`src/hdl/gjr_garch_variance_filter_assert.svh`:
```
// Assertion macros for the variance filter back end
`ifndef GJR_GARCH_VARIANCE_FILTER_ASSERT_SVH
`define GJR_GARCH_VARIANCE_FILTER_ASSERT_SVH
`ifndef NO_ASSERTIONS
`define GJR_ASSERT(lbl, prop, msg) \
  lbl: assert property (@(posedge clk) disable iff (rst) (prop)) else $error(msg);
`define GJR_ASSERT_ALWAYS(lbl, prop, msg) \
  lbl: assert property (@(posedge clk) (prop)) else $error(msg);
`else
`define GJR_ASSERT(lbl, prop, msg)
`define GJR_ASSERT_ALWAYS(lbl, prop, msg)
`endif
`endif

```
`src/hdl/gjr_pkg.sv`:
```
// Shared types and constants for the GJR-GARCH variance filter
`timescale 1ns / 1ps
`default_nettype none
package gjr_pkg;
  localparam int RET_W = 32;
  localparam int VAR_W = 48;
  localparam int COEF_W = 32;
  localparam int TERM_W = 40;
  localparam int SUM_W = 48;
  localparam int DIV_NW = 72;
  localparam int DIV_DW = 48;
  localparam logic [31:0] LN2_Q32 = 32'd2977044472;
  localparam logic [15:0] HALF_LN_2PI_Q16 = 16'd60224;

  localparam logic [2:0] REG_MEAN  = 3'd0;
  localparam logic [2:0] REG_OMEGA = 3'd1;
  localparam logic [2:0] REG_ALPHA = 3'd2;
  localparam logic [2:0] REG_GAMMA = 3'd3;
  localparam logic [2:0] REG_BETA  = 3'd4;
  localparam logic [2:0] REG_INIT  = 3'd5;

  typedef struct packed {
    logic [VAR_W-1:0]  omega;
    logic [COEF_W-1:0] alpha;
    logic [COEF_W-1:0] gamma;
    logic [COEF_W-1:0] beta;
    logic [VAR_W-1:0]  init_var;
    logic              invalid;
  } cfg_t;

  typedef struct packed {
    logic signed [RET_W:0] e;
    logic                  start;
  } item_t;
endpackage
`default_nettype wire

```
`src/hdl/gjr_front.sv`:
```
// Front end: demean each sample and queue it for the back end
`timescale 1ns / 1ps
`default_nettype none
module gjr_front
  import gjr_pkg::*;
(
  input  wire logic                    clk,
  input  wire logic                    rst,
  input  wire logic                    push,
  output logic                         full,
  input  wire logic signed [RET_W-1:0] return_sample,
  input  wire logic                    start_series,
  input  wire logic signed [RET_W-1:0] mean,
  output logic                         q_valid,
  output item_t                        q_item,
  input  wire logic                    q_take
);
  item_t      mem [2];
  logic       wptr;
  logic       rptr;
  logic [1:0] count;
  logic       accept;

  assign full    = (count == 2'd2);
  assign accept  = push && !full;
  assign q_valid = (count != 2'd0);
  assign q_item  = mem[rptr];

  always_ff @(posedge clk) begin
    if (accept) begin
      mem[wptr].e     <= {return_sample[RET_W-1], return_sample} - {mean[RET_W-1], mean};
      mem[wptr].start <= start_series;
    end
  end

  always_ff @(posedge clk) begin
    if (rst) begin
      wptr  <= 1'b0;
      rptr  <= 1'b0;
      count <= 2'd0;
    end else begin
      if (accept) wptr <= ~wptr;
      if (q_take) rptr <= ~rptr;
      count <= count + {1'b0, accept} - {1'b0, q_take};
    end
  end
endmodule
`default_nettype wire

```
`config.mk`:
```
export PLATFORM = sky130hd
export DESIGN_NAME = gjr_front
export DESIGN_NICKNAME = d
export VERILOG_FILES = /design/src/hdl/gjr_garch_variance_filter_assert.svh /design/src/hdl/gjr_pkg.sv /design/src/hdl/gjr_front.sv
export SDC_FILE = /design/constraint.sdc
export NUM_CORES = 1
export LEC_CHECK = 0
export ABC_AREA = 1
export ABC_CLOCK_PERIOD_IN_PS = 2550
export BUFFER_PORTS_ARGS = -buffer_cell sky130_fd_sc_hd__buf_2
export CORE_MARGIN = 1.5
export CORE_UTILIZATION = 51
export CTS_CLUSTER_SIZE = 20
export DETAILED_ROUTE_END_ITERATION = 16
export GPL_ROUTABILITY_DRIVEN = 0
export PLACE_DENSITY_LB_ADDON = 0.05
export REMOVE_ABC_BUFFERS = 1
export SLEW_MARGIN = 20
export SYNTH_ARGS = -nofsm -noshare
export SYNTH_HDL_FRONTEND = slang
export SYNTH_SLANG_ARGS = --single-unit
export TNS_END_PERCENT = 50
```
`constraint.sdc`:
```
create_clock -name clk -period 2.55 [get_ports clk]
set_input_delay 0.255 -clock clk [delete_from_list [all_inputs] [get_ports clk]]
set_output_delay 0.255 -clock clk [all_outputs]
set_load 0.02 [all_outputs]
```
==> impl_metrics.csv <==
group,metric,value,unit
outcome,status,"complete, no violations",
floorplan,start_util,0.532,
cts,cts_tree,"built",
global_route,grt-busiest-layer,"met2",
sta,drv_slew,0,
setup_path,cp_max_fo,4,
setup_path,criticalPathCategory,"register to register",
setup_path,cp_slowest_stage_delay,480,ps
floorplan,core_area,9860,sq um
power,irDropWorstVdd,0.315,mV
place,dp_hpwl,9050,um
sta,rsz0062_at_grt,"false",
yosys,syn-cell-area,5240,sq um
setup_path,startpoint_type,"register",
sta,clock_skew,5.80,ps
sta,tightestPinTransition,594,ps
cts,ctsResizeCount,0,
sta,fin_crit,1860,ps
sta,tns,0,ps
cells_and_area,final_common_cell,"nand2_1",
place,io_buffer_count,104,
cts,clock-root-buffer,"clkbuf_8",
global_route,grt_overflow,0,
sta,holdWs,132,ps
cts,numCtsBuffers,9,
detailed_routing,ant_nets,0,
detailed_routing,vias_per_cell,4.68,
cells_and_area,final_util,0.619,
detailed_routing,dr.first_iter.drc_count,210,
global_route,grt.total_usage,0.213,
floorplan,dieArea,10900,sq um
hold_path,hold_path_class,"primary input to register",
sta,hold_viol_final,0,
cells_and_area,drive_above_1_share,0.207,
yosys,synth_edf_count,68,
place,dp.cells,928,
run,max-cap-violations,0,
global_route,use_met2,0.354,
power,p_leak,3.40,nW
global_route,grt_first_pass_wirelength,18500,um
cts,cts-htree-levels,3,
setup_path,path_cells,"inv_1 -> o21ai_0 -> ha_1 -> inv_1 -> ha_1 -> xnor2_1 -> nor2_1 -> nor3b_1",
floorplan,rows,36,
floorplan,die_h,104,um
detailed_routing,wl_per_cell,11.7,um
cells_and_area,diodes,0,
cells_and_area,area_growth,16.4,%
sta,relSlewSlack,0.600,
detailed_routing,vias,4413,
global_route,use_met3,0.0288,
yosys,syn_inst,690,
global_route,antenna_found_initial,0,
detailed_routing,drtPass1Iterations,4,
cts,clock-sinks,73,
sta,max_freq,538,MHz
cts,cts_buffer_depth,2,
detailed_routing,wirelength,11000,um
yosys,ys_seq_area_frac,0.408,
power,p_per_area,563,nW/um^2
detailed_routing,drc,0,
setup_path,cp.arrival,2110,ps
setup_path,required,2800,ps
cts,path_clk_slew,70,ps
yosys,ys_seq_elements,73,
yosys,syn_avg_cell_area,7.60,sq um
cells_and_area,instances_no_fill,943,
cts,post_cts_buffers,0,
floorplan,ios,105,
power,power.total,3.44,mW
cells_and_area,layout.cells.most_common_list,"nand2_1, inv_1, buf_2, edfxtp_1, nor2_1",
yosys,synthArstFlopShare,0,
setup_path,cpMaxStageDelayCell,"o21ai_0",
sta,setup_viol,0,
cts,cts_hold_buf,0,
yosys,synth_ff_type,"edfxtp_1",
yosys,yosysWarnings,0,
global_route,grt_start_max_net_pins,35,
setup_path,worstSetupEndpointType,"register",
cts,clock_latency,320,ps
yosys,synthDistinctLibCells,24,
sta,fin_crit_sh,0.729,
cells_and_area,nNetsFinal,910,
global_route,grtUsageMet1,0.292,
global_route,grt_pass1_vias,4202,
floorplan,die_width,104,um
setup_path,crit_family,"adder cells",
setup_path,critPathBufInv,2,
## registers in the layout, indices dropped and copies added, names as in the netlist, named ones only
name,flops
wptr,1
rptr,1
count,2
mem,68
## cell type report
| class | instances | area [sq um] |
|---|---|---|
| Clock buffer | 11 | 131 |
| Clock inverter | 4 | 21.3 |
| Fill cell | 939 | 3760 |
| Inverter | 162 | 608 |
| Multi-Input combinational cell | 451 | 2480 |
| Sequential cell | 73 | 2140 |
| Tap cell | 133 | 166 |
| Timing Repair Buffer | 109 | 558 |
## synthesized netlist by cell type (4+ instances only)
cell type / count / area, sq um
nor2_1: 49 / 184
xor2_1: 12 / 105
inv_1: 162 / 608
ha_1: 34 / 425
mux2_2: 34 / 383
buf_2: 4 / 20.0
xnor2_1: 5 / 43.8
nand2_1: 248 / 931
nand2_2: 8 / 50.1
dfxtp_1: 5 / 100
a21oi_1: 20 / 100
nand4_1: 4 / 25.0
nand3_1: 22 / 110
edfxtp_1: 68 / 2040
## per-layer routing
metal	up-vias	wire [um]
li1	2343	-
met3	8	460
met1	1950	5450
met4	0	129
met2	112	4960
met5	-	0
## power by group
part | total, mW | switching [mW] | internal, mW
Sequential | 1.57 | 0.0360 | 1.53
Combinational | 1.17 | 0.740 | 0.429
Clock | 0.703 | 0.362 | 0.341
## final timing paths
kind                                    from        end  slack [ps]  cells after the start
worst min register to register          rptr       rptr         510                      2
worst max register to register      count[1]   count[1]         690                      8
worst max-delay path                count[1]   count[1]         690                      8
worst min-delay path            start_series  mem[1][0]         130                      1
## kinds of logic after synthesis
family                   share of synthesized area
adder cells (fa/ha/maj)                     0.0849
XOR/XNOR                                    0.0284
buffers and inverters                        0.120
AO/OA/AOI/OAI                               0.0229
multiplexers                                0.0730
flip-flops                                   0.408
AND/OR/NAND/NOR                              0.262
## per-stage QoR
stage	instance area, sq um	setup slack [ps]
5_1_grt	6110	440
3_5_place_dp	5950	489
4_1_cts	6110	661
2_1_floorplan	5220	104
3_3_place_gp	5950	537
6_report	6110	691
No activity file was read; power rests on OpenSTA's default activity.
